===== config.mk =====
export PLATFORM = sky130hd
export DESIGN_NAME = rmq_sqrt_stage
export DESIGN_NICKNAME = d
export VERILOG_FILES = /design/src/rtl/rmq_pkg.sv /design/src/rtl/rmq_sqrt_stage.sv
export SDC_FILE = /design/constraint.sdc
export NUM_CORES = 1
export LEC_CHECK = 0
export BUFFER_PORTS_ARGS = -buffer_cell sky130_fd_sc_hd__buf_2
export CORE_AREA = 10 10 410 412
export CTS_BUF_LIST = sky130_fd_sc_hd__clkbuf_8 sky130_fd_sc_hd__clkbuf_16
export CTS_CLUSTER_DIAMETER = 80
export CTS_CLUSTER_SIZE = 24
export DETAILED_ROUTE_END_ITERATION = 10
export DIE_AREA = 0 0 420 422
export SYNTH_ARGS = -nofsm -noshare
export SYNTH_HDL_FRONTEND = slang
export SYNTH_SLANG_ARGS = --single-unit

===== constraint.sdc =====
create_clock -name aclk -period 3.9 [get_ports aclk]
set_clock_uncertainty 0.2 [all_clocks]
set_input_delay 0.39 -clock aclk [delete_from_list [all_inputs] [get_ports aclk]]
set_output_delay 0.39 -clock aclk [all_outputs]
set_load 0.005 [all_outputs]

===== src/rtl/rmq_pkg.sv =====
// Shared constants, item record and branch codes for the rotation matrix to
// quaternion pipeline. No dependencies.
package rmq_pkg;

    localparam int FRAC_BITS = 30;
    localparam int IN_W      = 32;                      // matrix entry width
    localparam int OUT_W     = 32;                      // quaternion component width
    localparam int THR_W     = 31;                      // trace threshold width
    localparam int RAD_W     = IN_W + 3;                // signed radicand / trace
    localparam int NUM_W     = IN_W + 1;                // signed numerator
    localparam int MAG_W     = NUM_W;                   // numerator magnitude
    localparam int SQ_RAW    = RAD_W - 1 + FRAC_BITS;
    localparam int SQ_W      = SQ_RAW + (SQ_RAW % 2);   // square root operand, even
    localparam int ROOT_W    = SQ_W / 2;                // root bits, one per stage
    localparam int SREM_W    = ROOT_W + 3;              // root remainder
    localparam int DEN_W     = ROOT_W + 1;              // divisor 2r
    localparam int DREM_W    = DEN_W + 1;               // divide remainder
    localparam int DNUM_W    = MAG_W + FRAC_BITS;       // dividend |num| << FRAC_BITS
    localparam int QW        = OUT_W;                   // quotient bits, one per stage
    localparam int HI_W      = DNUM_W - QW;             // dividend bits above quotient

    // Dominant component
    localparam logic [1:0] DOM_X = 2'd0;
    localparam logic [1:0] DOM_Y = 2'd1;
    localparam logic [1:0] DOM_Z = 2'd2;
    localparam logic [1:0] DOM_W = 2'd3;

    typedef struct packed {
        logic [1:0]                  dom;
        logic [2:0]                  neg;
        logic [2:0][MAG_W-1:0]       mag;
        logic [SQ_W-1:0]             sq_n;
        logic [SREM_W-1:0]           sq_rem;
        logic [ROOT_W-1:0]           root;
        logic [2:0][QW-1:0]          dv_n;
        logic [2:0][DREM_W-1:0]      dv_rem;
        logic [2:0][QW-1:0]          quo;
        logic [2:0]                  ovf;
    } rmq_item_t;

endpackage


===== src/rtl/rmq_sqrt_stage.sv =====
// One stage of the digit-by-digit square root: one root bit per stage.
// Depends on rmq_pkg.
module rmq_sqrt_stage (
    input  logic                aclk,
    input  logic                aresetn,
    input  logic                ce,
    input  logic                in_valid,
    input  rmq_pkg::rmq_item_t  in_item,
    output logic                out_valid,
    output rmq_pkg::rmq_item_t  out_item
);
    import rmq_pkg::*;

    logic [SREM_W-1:0] rem2;
    logic [SREM_W-1:0] trial;
    rmq_item_t         item_next, item_reg;
    logic              valid_reg;

    always_comb begin
        item_next = in_item;
        rem2  = {in_item.sq_rem[SREM_W-3:0], in_item.sq_n[SQ_W-1 -: 2]};
        trial = SREM_W'({in_item.root, 2'b01});
        item_next.sq_n = in_item.sq_n << 2;
        if (rem2 >= trial) begin
            item_next.sq_rem = rem2 - trial;
            item_next.root   = {in_item.root[ROOT_W-2:0], 1'b1};
        end else begin
            item_next.sq_rem = rem2;
            item_next.root   = {in_item.root[ROOT_W-2:0], 1'b0};
        end
    end

    always_ff @(posedge aclk) begin
        if (!aresetn) begin
            valid_reg <= 1'b0;
        end else if (ce) begin
            valid_reg <= in_valid;
        end
        if (ce) begin
            item_reg <= item_next;
        end
    end

    assign out_valid = valid_reg;
    assign out_item  = item_reg;

endmodule


== After elaboration in Yosys (flattened, before gate mapping) ==
Index checks and enable logic that the tools add are counted.
Word-level totals
  register bits: 531
  output and inout bits: 533
Cells by class
  $lt $le $gt $ge: 1
  multiplexer cells: 1
  add/subtract/negate cells: 1
Operator list (count)
  2-to-1 mux 67 bit: 1
  greater-or-equal comparator 35 x 34 -> 1 bit: 1
  subtractor 35 x 34 -> 35 bit: 1

== Longest topological paths before layout ==
  depth in word-level cells: 2
  mapped depth: 14
  depth with buffers taken out: 11

== Least setup slack after synthesis ==
Ideal clock, no wire load.
  path kind: input port to flip-flop
  from: input in_item[297] (netlist name)
  to: register item_reg, in the netlist out_item[363] (data pin)
  buffers on the path: 1
  slack: 0.892 ns
  arrival time: 2.552 ns
  setup time: 0.256 ns
  cell stages on the path: 11
  path through: inv_1 ha_1 o211ai_1 o211ai_1 a311o_1 and3_1 or3_1 nand2_2 buf_2 a211oi_1 a31o_2
RTL lines
  from (decl): RTL line rmq_sqrt_stage.sv:8  | input rmq_pkg::rmq_item_t in_item,
  to (signal assigned): RTL line rmq_sqrt_stage.sv:40  | item_reg <= item_next;
  to (decl): RTL line rmq_sqrt_stage.sv:16  | rmq_item_t item_next, item_reg;

==> impl_results.md <==
* Detail Route Antenna Nets at 0
* RSZ-0062 raised after global routing: no
* Grt total ovfl at 0
* Status: complete, no violations
* Cell area after layout at 0.03407 sq mm
* Avg Cell Area, Syn at 19.72 sq um
* Reg-to-reg setup timing slack at 2.54 ns
* Starting density of the core at 11.51%
* Max_slew headroom at 50.47%
* Ports at 1069
* FP Rows at 147
* Total number of H-tree levels at 2
* Max cap viols at 0
* Fill cells at 17040
* Multi-input combinational cell area at 0.002206 sq mm
* Distinct cells, synth at 52
* Top post-synthesis cells by area: edfxtp_1 86%, ha_1 2.3%, a21oi_1 1.4%
* Post-synthesis sequential area ratio at 86.59%
* Final setup viols at 0
* Via/cell ratio at 3.365
* Leak at 14.05 nW
* Maximum clock frequency at 0.2770 GHz
* Vias in the first global route at 16960
* TritonCTS Sinks at 531
* CTS buffer count at 52
* Worst skew pair latency at 0.69 ns
* Core area at 0.1598 sq mm
* Final Cycle Share at 92.56%
* Share of layout cells above drive strength 1 at 45.79%
* Power Density at 452.8 mW/mm^2
* Die footprint at 0.1772 sq mm
* Setup crit end kind: flip-flop
* Initial DRC count at 1230
* Post-layout minimum cycle time at 3.610 ns
* Ys async rst share at 0%
* #FFs+latches synth at 531
* Worst Setup Start Kind: input port
* Clock root buffer: clkbuf_16
* Final Hold Vio Count at 0
* Fin Setup TNS at 0 ns
* Vias at 15980
* Global Route Usage Sum at 14.25%
* CP required at 4.13 ns
* Worst hold path startpoint: in_item[442]
* Setup bufs post-CTS at 0
* Cells after Synth at 933
* Post-Route WL at 133200 um
* # port buffers at 1064
* Worst vdd ir at 380.5 uV
* Commonest non-fill, non-tap cell in the layout: buf_2
* Sequential cell area at 0.01594 sq mm
* Pre-antenna DRT Iters at 5
* Critical path startpoint: in_item[307]
* Clock Path Buffers at 3
* Synth warnings at 0
* Routability cong. at 0.8796
* Cell Area, Synth at 0.01840 sq mm
* Slew Viols, Final at 0
* Worst Setup Slack, final at 0.2903 ns
* Detailed placement HPWL at 113300 um
* Reg clk slew, reported paths at 0.10 ns
* Layout area overhead at 85.16%
* DRC Markers at 0
* Area after DPL at 0.02669 sq mm
* Worst min path class: input port to flip-flop
* Most used DFF post-synth: edfxtp_1
* Die X at 420 um
* Initial antenna violation count at 93
* Reg2Reg Launch Point: out_valid$_SDFFE_PN0P_
* Worst Hold Margin at 0.1922 ns
* Largest fanout on the critical path at 20
* Largest net degree at the start of global routing at 84
* Post-synth EDFFs at 530
* Die height at 422 um
* Routed len/inst at 28.05 um
* Worst Tran Pin Value at 0.7429 ns
* Setup CP Type: input port to flip-flop
* DP Worst Slack at 0.1264 ns
* Yosys top cell area share at 86.48%
* Area leader, netlist: edfxtp_1
* First-pass GRT wire length at 166800 um
* Nets at 3175
* CP arrival at 3.84 ns
* CTS tree: built
* Most frequent cells in the layout: 1063 x buf_2, 532 x dlygate4sd3_1, 530 x edfxtp_1, 52 x clkbuf_16, 51 x a21oi_1
## registers in the layout (all words and copies together) (netlist names)
register	count
out_item	530
out_valid	1
## power breakdown
group	internal (mW)	switching, mW
Combinational	1.09	1.40
Clock	2.86	3.09
Sequential	6.83	0.151
## metal layers
layer / track usage [%] / up-vias / part of all wire (%)
li1: - / 6976 / -
met1: 13.72 / 7768 / 32
met2: 26.35 / 934 / 52
met3: 7.132 / 282 / 12
met4: 4.137 / 16 / 3.7
met5: 0 / - / 0.083
## cell usage after synthesis (3+ instances only)
cell / n
nand4_1: 7
and3_1: 8
edfxtp_1: 530
o21bai_1: 3
a21oi_1: 51
nand2b_1: 8
and2_1: 3
a31o_2: 3
nor3_2: 3
a31oi_1: 6
nor3_1: 6
ha_1: 34
xnor2_1: 16
o211ai_1: 5
o21a_1: 4
clkbuf_1: 17
o21ai_0: 20
nor4_1: 3
a21o_1: 14
xor2_1: 12
inv_1: 37
nand3_1: 12
nor2_1: 43
buf_6: 3
o31ai_1: 3
nand2_1: 43
a211oi_1: 8
## critical path: stages
cell	delay [ns]
dlygate4sd3_1	0.53
buf_2	0.23
inv_1	0.11
ha_1	0.37
a21oi_1	0.29
nand2b_1	0.09
a311o_1	0.31
buf_12	0.16
and3_1	0.16
or3_1	0.38
nand2_2	0.17
inv_2	0.07
buf_4	0.21
buf_4	0.16
nor2_1	0.11
nor3_2	0.05
## area by class of cell
| class | instances | area share, % |
|---|---|---|
| Tap cell | 2086 | 7.660 |
| Timing Repair Buffer | 1641 | 32.64 |
| Inverter | 38 | 0.4186 |
| Antenna cell | 12 | 0.08813 |
| Multi-Input combinational cell | 341 | 6.474 |
| Sequential cell | 531 | 46.77 |
| Clock buffer | 52 | 3.819 |
| Clock inverter | 46 | 2.130 |
## worst paths after layout
path / end / cells after the start
worst max-delay path: out_item[357]$_DFFE_PP_ / 16
worst min-delay path: out_item[442]$_DFFE_PP_ / 2
worst max register to register: out_valid$_SDFFE_PN0P_ / 3
worst min register to register: out_valid$_SDFFE_PN0P_ / 3
## through the flow
step                power, mW  utilization, %  instances
floorplan               7.533               -        934
global placement        9.117           16.70       4105
detailed placement      9.138           16.70       4105
finish                  15.43           21.32       4747
CTS                     15.78           21.30       4735
global route            16.10           21.32       4746
## cells by family after synthesis
kind of cell | count (synthesis) | synth area share (%)
AND/OR/NAND/NOR | 142 | 3.631
flip-flops | 531 | 86.59
adder cells (fa/ha/maj) | 34 | 2.312
multiplexers | 3 | 0.1700
AO/OA/AOI/OAI | 132 | 4.501
other | 1 | 0.02038
XOR/XNOR | 28 | 1.333
buffers and inverters | 62 | 1.441
## repair_timing
| action | in CTS | in global routing |
|---|---|---|
| hold buffers | 532 | 0 |
| resized for setup | 0 | 0 |
| hold endpoints to repair | 538 | 0 |
(Power assumes the default switching activity.)
