[src/rtl/rmq_pkg.sv]
// Shared constants, item record and branch codes for the rotation matrix to
// quaternion pipeline. No dependencies.
package rmq_pkg;

    localparam int FRAC_BITS = 30;
    localparam int IN_W      = 32;                      // matrix entry width
    localparam int OUT_W     = 32;                      // quaternion component width
    localparam int THR_W     = 31;                      // trace threshold width
    localparam int RAD_W     = IN_W + 3;                // signed radicand / trace
    localparam int NUM_W     = IN_W + 1;                // signed numerator
    localparam int MAG_W     = NUM_W;                   // numerator magnitude
    localparam int SQ_RAW    = RAD_W - 1 + FRAC_BITS;
    localparam int SQ_W      = SQ_RAW + (SQ_RAW % 2);   // square root operand, even
    localparam int ROOT_W    = SQ_W / 2;                // root bits, one per stage
    localparam int SREM_W    = ROOT_W + 3;              // root remainder
    localparam int DEN_W     = ROOT_W + 1;              // divisor 2r
    localparam int DREM_W    = DEN_W + 1;               // divide remainder
    localparam int DNUM_W    = MAG_W + FRAC_BITS;       // dividend |num| << FRAC_BITS
    localparam int QW        = OUT_W;                   // quotient bits, one per stage
    localparam int HI_W      = DNUM_W - QW;             // dividend bits above quotient

    // Dominant component
    localparam logic [1:0] DOM_X = 2'd0;
    localparam logic [1:0] DOM_Y = 2'd1;
    localparam logic [1:0] DOM_Z = 2'd2;
    localparam logic [1:0] DOM_W = 2'd3;

    typedef struct packed {
        logic [1:0]                  dom;
        logic [2:0]                  neg;
        logic [2:0][MAG_W-1:0]       mag;
        logic [SQ_W-1:0]             sq_n;
        logic [SREM_W-1:0]           sq_rem;
        logic [ROOT_W-1:0]           root;
        logic [2:0][QW-1:0]          dv_n;
        logic [2:0][DREM_W-1:0]      dv_rem;
        logic [2:0][QW-1:0]          quo;
        logic [2:0]                  ovf;
    } rmq_item_t;

endpackage

[src/rtl/rmq_div_stage.sv]
// One restoring division stage for the three minor components: one quotient
// bit per lane per stage, divisor 2r. Depends on rmq_pkg.
module rmq_div_stage (
    input  logic                aclk,
    input  logic                aresetn,
    input  logic                ce,
    input  logic                in_valid,
    input  rmq_pkg::rmq_item_t  in_item,
    output logic                out_valid,
    output rmq_pkg::rmq_item_t  out_item
);
    import rmq_pkg::*;

    logic [DREM_W-1:0] den;
    logic [DREM_W-1:0] rem2;
    rmq_item_t         item_next, item_reg;
    logic              valid_reg;

    always_comb begin
        item_next = in_item;
        den       = DREM_W'({in_item.root, 1'b0});
        rem2      = '0;
        for (int i = 0; i < 3; i++) begin
            rem2 = {in_item.dv_rem[i][DREM_W-2:0], in_item.dv_n[i][QW-1]};
            item_next.dv_n[i] = in_item.dv_n[i] << 1;
            if (rem2 >= den) begin
                item_next.dv_rem[i] = rem2 - den;
                item_next.quo[i]    = {in_item.quo[i][QW-2:0], 1'b1};
            end else begin
                item_next.dv_rem[i] = rem2;
                item_next.quo[i]    = {in_item.quo[i][QW-2:0], 1'b0};
            end
        end
    end

    always_ff @(posedge aclk) begin
        if (!aresetn) begin
            valid_reg <= 1'b0;
        end else if (ce) begin
            valid_reg <= in_valid;
        end
        if (ce) begin
            item_reg <= item_next;
        end
    end

    assign out_valid = valid_reg;
    assign out_item  = item_reg;

endmodule

[config.mk]
export PLATFORM = sky130hd
export DESIGN_NAME = rmq_div_stage
export DESIGN_NICKNAME = d
export VERILOG_FILES = /design/src/rtl/rmq_pkg.sv /design/src/rtl/rmq_div_stage.sv
export SDC_FILE = /design/constraint.sdc
export NUM_CORES = 1
export LEC_CHECK = 0
export BUFFER_PORTS_ARGS = -buffer_cell sky130_fd_sc_hd__buf_2
export CAP_MARGIN = 20
export CORE_AREA = 2 2 418 420
export CTS_CLUSTER_SIZE = 10
export DETAILED_ROUTE_END_ITERATION = 10
export DIE_AREA = 0 0 420 422
export SYNTH_ARGS = -nofsm -noshare
export SYNTH_HDL_FRONTEND = slang
export SYNTH_SLANG_ARGS = --single-unit
export TNS_END_PERCENT = 1
[constraint.sdc]
create_clock -name aclk -period 4.78 [get_ports aclk]
set_input_delay 0.956 -clock aclk [delete_from_list [all_inputs] [get_ports aclk]]
set_output_delay 0.956 -clock aclk [all_outputs]
set_load 0.005 [all_outputs]
Yosys cells after proc, flatten, opt, wreduce, memory -nomap -nowiden
Cells that the tools add are included.
{"block": "totals", "regBits": 530, "latch_bits": 0, "ramBits": 0, "romBits": 0, "in_bits": 536, "output_inout_bits": 533, "elab_cells": 31, "n_memories": 0}
{"block": "classes", "add_sub_neg": 3, "mul": 0, "div": 0, "magnitude_cmp": 3, "n_eq_ne": 0, "shifts": 0, "muxes": 6, "bitwise_logic": 0, "reduce_logical": 0}
{"operator": "34-bit by 33-bit greater-or-equal comparator with 1-bit output", "n": 3}
{"operator": "34-bit two-way mux", "n": 3}
{"operator": "34-bit by 33-bit subtractor with 34-bit output", "n": 3}
{"operator": "1-bit two-way mux", "n": 3}

Depth between registers and ports, before layout
{"block": "logic_depth", "word_depth": 2, "depth_mapped": 14, "ltp_nobuf": 12}

Worst setup path after synthesis
OpenSTA, ideal clock, no wires.
{"block": "synth_path", "kind": "input port to flip-flop", "from": "input in_item[167] (netlist bit)", "to": "register item_reg (netlist bit out_item[190]), data pin", "setup_time_ps": 260, "arrival_time_ps": 3402, "required_time_ps": 4520, "path_slack_ps": 1118, "path_stages": 12, "path_buffers": 0, "path_cell_list": "inv_1 > ha_1 > fa_1 > nand2b_1 > a21oi_1 > a211oi_1 > o31ai_1 > a221o_1 > a31oi_1 > o21ai_0 > xor2_1 > mux2_2"}
{"element": "start, declared", "line": "rmq_div_stage.sv:8", "source": "input rmq_pkg::rmq_item_t in_item,"}
{"element": "end signal, assigned", "line": "rmq_div_stage.sv:43", "source": "item_reg <= item_next;"}
{"element": "end, declared", "line": "rmq_div_stage.sv:16", "source": "rmq_item_t item_next, item_reg;"}

==> flow_summary.ini <==
[status]
status = finished clean

[clocking]
clkTransAtPathRegs_ps = 60
cts_root_buf = clkbuf_16
cts-buffers-inserted = 71
cts.repair.resized = 0
clockBufferDepth = 3
clk_latency_ps = 660
cts_tree = built
holdBufCountCts = 0
cts_sinks = 530
postCtsSetupBuffers = 0
htreeDepth = 3

[placed_design]
port_buffers = 1059
hpwl_microns = 124600
place_area_sq_um = 30970
numPlacedInstances = 4902
place_congestion = 0.9380

[setup_path]
crit_slowest_cell = a2111oi_0
cp.arrival_ps = 4150
path_cells = buf_2 -> inv_1 -> ha_1 -> and3_1 -> a21boi_0 -> a2111oi_0 -> nor3_1 -> a211oi_1 -> buf_4 -> o21ai_1 -> a21boi_0 -> xnor2_1 -> mux2_2
critPathLaunchType = input port
r2r_setup_slack_ps = 4150
crit_type = in2reg
cpLargestDelayFamily = compound AO/OA/AOI/OAI gates
reg2regPathDepth = 2
timing.rr.start = out_valid$_SDFFE_PN0P_
critPathMaxStageDelay_ps = 670
critPathRequiredTime_ps = 5210
crit_path_max_fanout = 6
r2r_end = out_valid$_SDFFE_PN0P_
cp-end-kind = flip-flop
critPathCapture = out_item[197]$_DFFE_PP_
cp.depth = 13
startpoint = in_item[312]
crit_top_cell = a21boi_0
critPathBufInv = 3

[grt]
grt_pass1_wl_microns = 178000
grtUsageTotal = 0.1554
grt_max_degree = 95
grt_pass1_vias = 17960
antenna_found_initial = 147
grt-ovfl-total = 0

[power_and_ir_drop]
powerDensity_nw_per_um2 = 398.0
ir_worst_vdd_v = 0.0002214
p_leak_uw = 0.01364

[detailed_routing]
totalWireLength_microns = 143800
first_pass_iters = 7
vias_per_cell = 3.720
drt-initial-drc-count = 1207
vias = 18760
ant_nets = 0
drc = 0
post_drt_wl_per_cell_microns = 28.52

[layout]
final_cell_area_sq_um = 33200
fin_nets = 3285
fillCellCount = 18850
area_growth_pct = 48.69
drive_above_1_share = 0.4710
fin_cells = 5043

[synthesis]
synthSimpleGateAreaFrac = 0.06029
synth_most_common_cell = edfxtp_1
synth.mux.area_fraction = 0.02085
ys_ff_latch = 530
synth_area_leaders = edfxtp_1 71%, ha_1 5.4%, o21ai_0 2.2%, a21oi_1 2.0%, nand2_1 1.9%
synth_edf_count = 529
yosysTopAreaCell = edfxtp_1
synth.avg_cell_area_sq_um = 15.00
yosysUniqueCellTypes = 68
syn_inst = 1489
yosys-top-cells-count = 529 x edfxtp_1, 113 x nand2_1, 97 x o21ai_0
synth_top_family_by_area = compound AO/OA/AOI/OAI gates
synth-async-reset-ratio = 0
synth_adder_area_share = 0.05648
synth_xor_area_frac = 0.03020
synth-compound-area-share = 0.1009
ys.flop_type = edfxtp_1
netlist_area_sq_um = 22330
yosysTopAreaCellShare = 0.7114
seq_area_frac_synth = 0.7123
yosysWarnings = 0

[timing]
setup_violations = 0
slew_violations = 0
tns_ps = 0
timing.fmax_mhz = 268.9
tightest_slew_ps = 1213
skew_ps = 0
fin_crit_ps = 3719
slew-limit-headroom = 0.1856
rsz0062_at_grt = false
post-route-period-util = 0.7781
finalHoldViolCount = 0

[floorplanning]
dieArea_sq_um = 177200
rows = 153
die_y_microns = 422
coreArea_sq_um = 172900
start_util = 0.1292
num_io_pins = 1069
fp.dieW_microns = 420

[job]
cap_violations = 0

[worst_hold_path]
worstHoldPathType = in2reg
==> worst register-to-register path, stage by stage (launching register included) <==
cell,delay (ps)
dfxtp_1,340
mux2i_1,70
nor2b_1,150
==> metal layers <==
| layer | part of all wire | vias up | track usage | wire [microns] |
|---|---|---|---|---|
| met4 | 0.070 | 50 | 0.09658 | 10100 |
| met2 | 0.52 | 1066 | 0.2871 | 75290 |
| met5 | 0.0022 | - | 0 | 319 |
| met1 | 0.32 | 9210 | 0.1506 | 46210 |
| met3 | 0.083 | 376 | 0.04419 | 11900 |
| li1 | - | 8057 | - | - |
==> stage by stage <==
stage          hold WS, ps  total power, uW    util  worst slack, ps
6_report             450.2            13210  0.1921             1061
5_1_grt              410.4            13710  0.1918            836.0
4_1_cts              368.6            13430  0.1917             1134
3_5_place_dp         537.6             8199  0.1791            389.1
3_3_place_gp         504.9             8182  0.1791            409.5
2_1_floorplan        507.3             6684       -             1118
==> worst min-delay path by stage <==
stage / from / endpoint / slack, ps / cells after the start
6_report: in_item[53] / out_item[54]$_DFFE_PP_ / 450 / 1
5_1_grt: in_item[53] / out_item[54]$_DFFE_PP_ / 410 / 1
4_1_cts: in_item[53] / out_item[54]$_DFFE_PP_ / 370 / 1
3_5_place_dp: out_valid$_SDFFE_PN0P_ / out_valid$_SDFFE_PN0P_ / 540 / 2
3_3_place_gp: out_valid$_SDFFE_PN0P_ / out_valid$_SDFFE_PN0P_ / 500 / 2
2_1_floorplan: out_valid$_SDFFE_PN0P_ / out_valid$_SDFFE_PN0P_ / 510 / 2
==> cell usage in the layout, fill, tap and decap left out, drive strengths merged, types with 6 or more instances in the layout <==
| cell | netlist | layout |
|---|---|---|
| buf | 9 | 1123 |
| edfxtp | 529 | 529 |
| nand2 | 113 | 113 |
| o21ai | 100 | 100 |
| ha | 96 | 96 |
| clkbuf | 28 | 90 |
| a21oi | 88 | 88 |
| inv | 65 | 68 |
| nor2 | 48 | 48 |
| xnor2 | 45 | 45 |
| a21o | 43 | 43 |
| mux2 | 36 | 36 |
| xor2 | 32 | 32 |
| diode | 0 | 28 |
| nand3 | 22 | 22 |
| nor3 | 19 | 19 |
| a31oi | 19 | 19 |
| o21a | 17 | 17 |
| nand4 | 17 | 17 |
| nor2b | 15 | 15 |
| nand2b | 15 | 15 |
| clkinv | 0 | 15 |
| a211oi | 12 | 12 |
| a21boi | 11 | 11 |
| o31ai | 11 | 11 |
| and3 | 9 | 9 |
| o211ai | 9 | 9 |
| o31a | 6 | 6 |
| mux2i | 6 | 6 |
| o21bai | 6 | 6 |
==> flip-flops by register name, summed over array words and instances, names as in the netlist <==
| signal | cells |
|---|---|
| out_valid | 1 |
| out_item | 529 |
==> layout make-up <==
type / count / area, sq um / share of cell area
sequential: 530 / 15910 / 0.4791
multi-input combinational: 859 / 6041 / 0.1819
timing repair buffer: 1123 / 5866 / 0.1767
tap: 2325 / 2909 / 0.08762
clock buffer: 90 / 1891 / 0.05694
clock inverter: 23 / 272.8 / 0.008216
inverter: 65 / 246.5 / 0.007424
antenna: 28 / 70.07 / 0.002110
==> power by group <==
part           switching (uW)  leakage, uW  internal (uW)  total (uW)
Combinational            1390      0.00741            901        2290
Clock                    2130      0.00105           3010        5130
Sequential                141      0.00518           5640        5790
Total                    3660       0.0136           9550       13200
==> logic make-up after synthesis <==
| logic type | after synthesis |
|---|---|
| buffers and inverters | 102 |
| adder cells (fa/ha/maj) | 99 |
| multiplexers | 42 |
| flip-flops | 530 |
| AO/OA/AOI/OAI | 355 |
| other | 1 |
| XOR/XNOR | 77 |
| AND/OR/NAND/NOR | 283 |
No activity file was read; power rests on OpenSTA's default activity.
