`config.mk`:
```
export PLATFORM = sky130hd
export DESIGN_NAME = rmq_front
export DESIGN_NICKNAME = d
export VERILOG_FILES = /design/src/rtl/rmq_pkg.sv /design/src/rtl/rmq_front.sv
export SDC_FILE = /design/constraint.sdc
export NUM_CORES = 2
export LEC_CHECK = 0
export BUFFER_PORTS_ARGS = -buffer_cell sky130_fd_sc_hd__buf_2
export CORE_AREA = 2 2 338 340
export DETAILED_ROUTE_END_ITERATION = 7
export DIE_AREA = 0 0 340 342
export PLACE_DENSITY = 0.67
export SLEW_MARGIN = 20
export SYNTH_ARGS = -nofsm -noshare
export SYNTH_HDL_FRONTEND = slang
export SYNTH_SLANG_ARGS = --single-unit
```
`constraint.sdc`:
```
create_clock -name aclk -period 7.1 [get_ports aclk]
set_input_delay 1.065 -clock aclk [delete_from_list [all_inputs] [get_ports aclk]]
set_output_delay 1.065 -clock aclk [all_outputs]
set_load 0.05 [all_outputs]
```
`src/rtl/rmq_pkg.sv`:
```
// Shared constants, item record and branch codes for the rotation matrix to
// quaternion pipeline. No dependencies.
package rmq_pkg;

    localparam int FRAC_BITS = 30;
    localparam int IN_W      = 32;                      // matrix entry width
    localparam int OUT_W     = 32;                      // quaternion component width
    localparam int THR_W     = 31;                      // trace threshold width
    localparam int RAD_W     = IN_W + 3;                // signed radicand / trace
    localparam int NUM_W     = IN_W + 1;                // signed numerator
    localparam int MAG_W     = NUM_W;                   // numerator magnitude
    localparam int SQ_RAW    = RAD_W - 1 + FRAC_BITS;
    localparam int SQ_W      = SQ_RAW + (SQ_RAW % 2);   // square root operand, even
    localparam int ROOT_W    = SQ_W / 2;                // root bits, one per stage
    localparam int SREM_W    = ROOT_W + 3;              // root remainder
    localparam int DEN_W     = ROOT_W + 1;              // divisor 2r
    localparam int DREM_W    = DEN_W + 1;               // divide remainder
    localparam int DNUM_W    = MAG_W + FRAC_BITS;       // dividend |num| << FRAC_BITS
    localparam int QW        = OUT_W;                   // quotient bits, one per stage
    localparam int HI_W      = DNUM_W - QW;             // dividend bits above quotient

    // Dominant component
    localparam logic [1:0] DOM_X = 2'd0;
    localparam logic [1:0] DOM_Y = 2'd1;
    localparam logic [1:0] DOM_Z = 2'd2;
    localparam logic [1:0] DOM_W = 2'd3;

    typedef struct packed {
        logic [1:0]                  dom;
        logic [2:0]                  neg;
        logic [2:0][MAG_W-1:0]       mag;
        logic [SQ_W-1:0]             sq_n;
        logic [SREM_W-1:0]           sq_rem;
        logic [ROOT_W-1:0]           root;
        logic [2:0][QW-1:0]          dv_n;
        logic [2:0][DREM_W-1:0]      dv_rem;
        logic [2:0][QW-1:0]          quo;
        logic [2:0]                  ovf;
    } rmq_item_t;

endpackage

```
`src/rtl/rmq_front.sv`:
```
// Front end: trace, branch selection, radicand and numerators (two stages).
// Depends on rmq_pkg.
module rmq_front (
    input  logic                          aclk,
    input  logic                          aresetn,
    input  logic                          ce,
    input  logic                          in_valid,
    input  logic [9*rmq_pkg::IN_W-1:0]    in_data,
    input  logic [rmq_pkg::THR_W-1:0]     thr,
    output logic                          out_valid,
    output rmq_pkg::rmq_item_t            out_item
);
    import rmq_pkg::*;

    logic signed [RAD_W-1:0] m [0:8];
    logic signed [RAD_W-1:0] one_c;
    logic signed [RAD_W-1:0] tr;
    logic [1:0]              dom_next;
    logic signed [RAD_W-1:0] rad_next;
    logic signed [NUM_W-1:0] n_next [0:2];
    logic signed [NUM_W-1:0] a1, a3, a2, a6, a5, a7;

    logic                    va_reg;
    logic [1:0]              dom_reg;
    logic signed [RAD_W-1:0] rad_reg;
    logic signed [NUM_W-1:0] n_reg [0:2];

    logic                    vb_reg;
    rmq_item_t               item_next, item_reg;

    always_comb begin
        for (int i = 0; i < 9; i++) begin
            m[i] = RAD_W'($signed(in_data[i*IN_W +: IN_W]));
        end
        one_c = RAD_W'(1) <<< FRAC_BITS;
        tr    = m[0] + m[4] + m[8];
        a1 = NUM_W'($signed(in_data[1*IN_W +: IN_W]));
        a2 = NUM_W'($signed(in_data[2*IN_W +: IN_W]));
        a3 = NUM_W'($signed(in_data[3*IN_W +: IN_W]));
        a5 = NUM_W'($signed(in_data[5*IN_W +: IN_W]));
        a6 = NUM_W'($signed(in_data[6*IN_W +: IN_W]));
        a7 = NUM_W'($signed(in_data[7*IN_W +: IN_W]));
        if (tr > $signed({{(RAD_W-THR_W){1'b0}}, thr})) begin
            dom_next = DOM_W;
            rad_next = one_c + tr;
            n_next[0] = a7 - a5; n_next[1] = a2 - a6; n_next[2] = a3 - a1;
        end else if (m[0] > m[4] && m[0] > m[8]) begin
            dom_next = DOM_X;
            rad_next = one_c + m[0] - m[4] - m[8];
            n_next[0] = a1 + a3; n_next[1] = a2 + a6; n_next[2] = a7 - a5;
        end else if (m[4] > m[8]) begin
            dom_next = DOM_Y;
            rad_next = one_c + m[4] - m[0] - m[8];
            n_next[0] = a1 + a3; n_next[1] = a5 + a7; n_next[2] = a2 - a6;
        end else begin
            dom_next = DOM_Z;
            rad_next = one_c + m[8] - m[0] - m[4];
            n_next[0] = a2 + a6; n_next[1] = a5 + a7; n_next[2] = a3 - a1;
        end
    end

    always_comb begin
        item_next        = '0;
        item_next.dom    = dom_reg;
        item_next.sq_n   = (rad_reg > 0) ?
                           (SQ_W'(unsigned'(rad_reg)) << FRAC_BITS) : '0;
        for (int i = 0; i < 3; i++) begin
            item_next.neg[i] = n_reg[i][NUM_W-1];
            item_next.mag[i] = n_reg[i][NUM_W-1] ? MAG_W'(-n_reg[i]) : MAG_W'(n_reg[i]);
        end
    end

    always_ff @(posedge aclk) begin
        if (!aresetn) begin
            va_reg <= 1'b0;
            vb_reg <= 1'b0;
        end else if (ce) begin
            va_reg <= in_valid;
            vb_reg <= va_reg;
        end
        if (ce) begin
            dom_reg  <= dom_next;
            rad_reg  <= rad_next;
            n_reg    <= n_next;
            item_reg <= item_next;
        end
    end

    assign out_valid = vb_reg;
    assign out_item  = item_reg;

endmodule

```
# Word-level counts from Yosys, hierarchy flattened
# Index checks and enable logic that the tools add are counted.
# word_totals
reg_bits	306
wordCells	55
# classes
n_reduce_logical	1
magnitude_cmp	5
n_addsub	21
n_mux	11
# ops
op	n
$mux W99	3
$add A32 B32 Y33	4
$mux W35	3
$sub A34 B32 Y35	3
$sub A33 B32 Y34	3
$add A32 B32 Y33 const A	3
$neg A33 Y33	3
$sub A32 B32 Y33	3
$gt A32 B32 Y1	3
$mux W32	3
$add A32 B34 Y35 const A	1
$gt A35 B1 Y1 const B	1
$add A33 B32 Y34	1
$gt A34 B32 Y1	1
$mux W2	2
$logic_and A1 B1 Y1	1

# Logic depth before layout (Yosys ltp)
# logic_depth
ltp_word	6
mapped_depth	30
mapped_depth_nobuf	28

# Least setup slack after synthesis
# Ideal clock, no wire load.
# synth_timing
kind	input to register
startpoint	input in_data[4] in the netlist's numbering
endpoint	register n_reg[79] in the netlist's numbering, data pin
t_required_ns	6.844
t_arrival_ns	6.029
setup_time_ns	0.256
path_slack_ns	0.815
cell_stages	28
n_path_buf	3
cell_sequence	inv_1 -> fa_1 -> inv_1 -> ha_1 -> a21o_1 -> or4_1 -> o211ai_1 -> a21oi_1 -> nor2_1 -> o21bai_1 -> a21oi_1 -> o21ai_0 -> a31oi_1 -> xnor2_1 -> ha_1 -> nand4_1 -> or2_2 -> nor3_1 -> nand3_1 -> o211ai_1 -> a221oi_1 -> o21ai_0 -> a21oi_1 -> or2_2 -> buf_4 -> buf_4 -> buf_4 -> a31o_2
# synth_rtl
element	line_no	source
from (decl)	rmq_front.sv:8	input logic [9*rmq_pkg::IN_W-1:0] in_data,
to (signal assigned)	rmq_front.sv:84	n_reg <= n_next;
to (decl)	rmq_front.sv:26	logic signed [NUM_W-1:0] n_reg [0:2];

==> flow_summary.yaml <==
timing:
  skew_ns: 0.0265
  rsz0062_at_grt: "false"
  worst_pin_slew_ns: 1.31
  finalSetupViolCount: 0
  clock.fmax_mhz: 145
  slew_viol_final: 0
  slew-limit-headroom_pct: 10.2
  min_period_over_period_pct: 97.2
  period_needed_ns: 6.90
  whs_ns: 0.423
  hold_viol_final: 0
  finalSetupTns_ns: 0
placement:
  hpwlAfterDp_um: 130000
  gp_congestion: 1.01
  portBuffers: 461
clock_tree:
  cts_tree: "yes"
  htree_levels: 1
  cts_resized: 0
  path_clk_slew_ns: 0.07
  cts_root_buffer: "clkbuf_16"
  cts.sinks: 276
  post-cts-setup-buffers: 0
  hold_buffers: 0
  clk_latency_ns: 0.64
  cts_buffers: 31
  clock_tree.buffer_depth: 3
critical_path:
  required_ns: 7.52
  crit_type: "primary input to flop"
  worstPathArrival_ns: 7.32
  rr_startpoint: "n_reg[66]"
  cp_slowest_cell: "fa_1"
  r2r-end: "out_item[458]"
  slowest_delay_ns: 0.51
  r2r_slack_ns: 3.35
  endpoint_kind: "flop"
  r2r.worst_path.cells: 10
  crit_path_start_kind: "primary input"
  crit_fanout: 21
yosys:
  synth_top_cell_by_area: "edfxtp_1"
  seq_area_frac_synth_pct: 20.5
  syn_area_sq_um: 40300
  synth_edf_count: 274
  async_reset_ff_share_pct: 0
  ys.flop_type: "edfxtp_1"
  ys_ff_latch: 276
  synth_cell_types: 89
  synth_top_area_share_pct: 20.4
  avgSynthCellArea_sq_um: 8.73
  yosys-top-cells-area: "edfxtp_1 20%, ha_1 20%, buf_4 7.4%, fa_1 6.8%, xnor2_1 6.3%"
  synth_cells: 4620
  yosys_warnings: 0
global_routing:
  grt_pass1_vias: 32800
  grt_util_all_layers_pct: 24.7
  overflow: 0
  grt_pass1_wl_um: 216000
  antenna_found_initial: 49
  grt_max_degree: 140
floorplanning:
  fp.coreArea_sq_um: 113000
  io_pins: 856
  fp.dieH_um: 342
  die_w_um: 340
  rows: 124
  initial_core_util_pct: 35.7
  dieArea_sq_um: 116000
power_and_ir_drop:
  ir_drop_v: 0.000227
  p_leak_uw: 0.0206
  powerDensity_nw_per_um2: 285
routing:
  drt_iter0_markers: 3176
  ant_nets: 0
  wl_um: 151000
  first_pass_iters: 6
  vias_per_cell: 5.31
  via_count: 35200
  wire_per_inst_um: 22.8
  drcViolationCount: 0
final_layout:
  num-nets-final: 6167
  drive_gt1_share_pct: 13.5
  largest_reg_flops: 138
  final_common_cell: "ha_1"
  layout_common_cells: "637 x ha_1, 460 x buf_2, 415 x inv_1, 394 x conb_1, 334 x a21oi_1"
  synthToLayoutAreaGrowth_pct: 10.4
worst_hold_path:
  holdPathEnd: "out_item[531]"
  hold_path_depth: 0
  min_from: "dom_reg[1]"
  hold_class: "flop to flop"
flow_run:
  drv_cap: 0
status:
  status: "finished, final reports clean"
area by class of cell:
| type | count | area (sq um) |
|---|---|---|
| sequential | 276 | 8270 |
| antenna | 12 | 30.0 |
| fill | 11500 | 68600 |
| timing repair buffer | 558 | 3150 |
| clock buffer | 32 | 779 |
| multi-input combinational | 3785 | 28500 |
| inverter | 417 | 1570 |
| clock inverter | 26 | 328 |
| tap | 1512 | 1890 |
metal layers:
layer | vias up | GRT usage [%] | share of wire, %
li1 | 16300 | - | -
met4 | 58 | 11.7 | 5.4
met2 | 1689 | 38.6 | 44
met1 | 16800 | 32.8 | 42
met3 | 338 | 4.95 | 9.2
met5 | - | 0 | 0.24
worst max-delay path by stage:
stage / startpoint / slack [ns] / endpoint
6_report: in_data[133] / 0.20 / n_reg[64]
5_1_grt: in_data[3] / 0.003 / n_reg[53]
4_1_cts: in_data[5] / 0.47 / n_reg[64]
3_5_place_dp: in_data[4] / -0.15 / n_reg[64]
3_3_place_gp: in_data[5] / -0.21 / n_reg[64]
2_1_floorplan: in_data[4] / 0.81 / n_reg[79]
critical path: cells and delay by family:
| kind | cells | cell delay (ns) |
|---|---|---|
| buffers and inverters | 5 | 0.86 |
| adder cells (fa/ha/maj) | 3 | 1.14 |
| AND/OR/NAND/NOR | 7 | 1.93 |
| XOR/XNOR | 1 | 0.23 |
| AO/OA/AOI/OAI | 10 | 2.07 |
power breakdown:
part	internal (uW)	total (uW)	switching, uW
logic	2540	7600	5060
registers	2660	3260	609
clock network	1030	1800	778
stage by stage:
step                std cells  cell area (sq um)  worst slack [ns]  total power [uW]  utilization (%)
floorplan                5013              41800             0.815              8320                -
CTS                      6606              44500             0.467             12600             39.3
global placement         6548              43400            -0.208             10700             38.4
finish                   6618              44500             0.198             12700             39.4
detailed placement       6548              43400            -0.145             10800             38.4
global route             6610              44500           0.00308             13300             39.3
synth_stat cells (all sizes together) (36+ instances only):
cell    count
o21a       40
o211ai     51
a21oi     334
xor2       69
nand2b     54
o21bai     68
nand2     262
o21ai     223
a211oi     57
inv       416
nor2      308
xnor2     290
nor3       83
buf       425
and2       46
nand3      51
fa        138
a31oi      40
nor2b      50
edfxtp    274
o31ai      53
ha        637
nor4       37
a21o       99
clkbuf    110
or3        36
kinds of logic (layout without fill, tap and decap cells):
| logic type | count (synthesis) | count (layout) | synth area share (%) |
|---|---|---|---|
| AO/OA/AOI/OAI | 1190 | 1190 | 19.3 |
| XOR/XNOR | 359 | 359 | 7.80 |
| adder cells (fa/ha/maj) | 775 | 775 | 26.6 |
| buffers and inverters | 952 | 1033 | 12.6 |
| flip-flops | 276 | 276 | 20.5 |
| multiplexers | 18 | 18 | 0.465 |
| other | 1 | 406 | 0.00930 |
| AND/OR/NAND/NOR | 1049 | 1049 | 12.7 |
No activity file was read; power rests on OpenSTA's default activity.
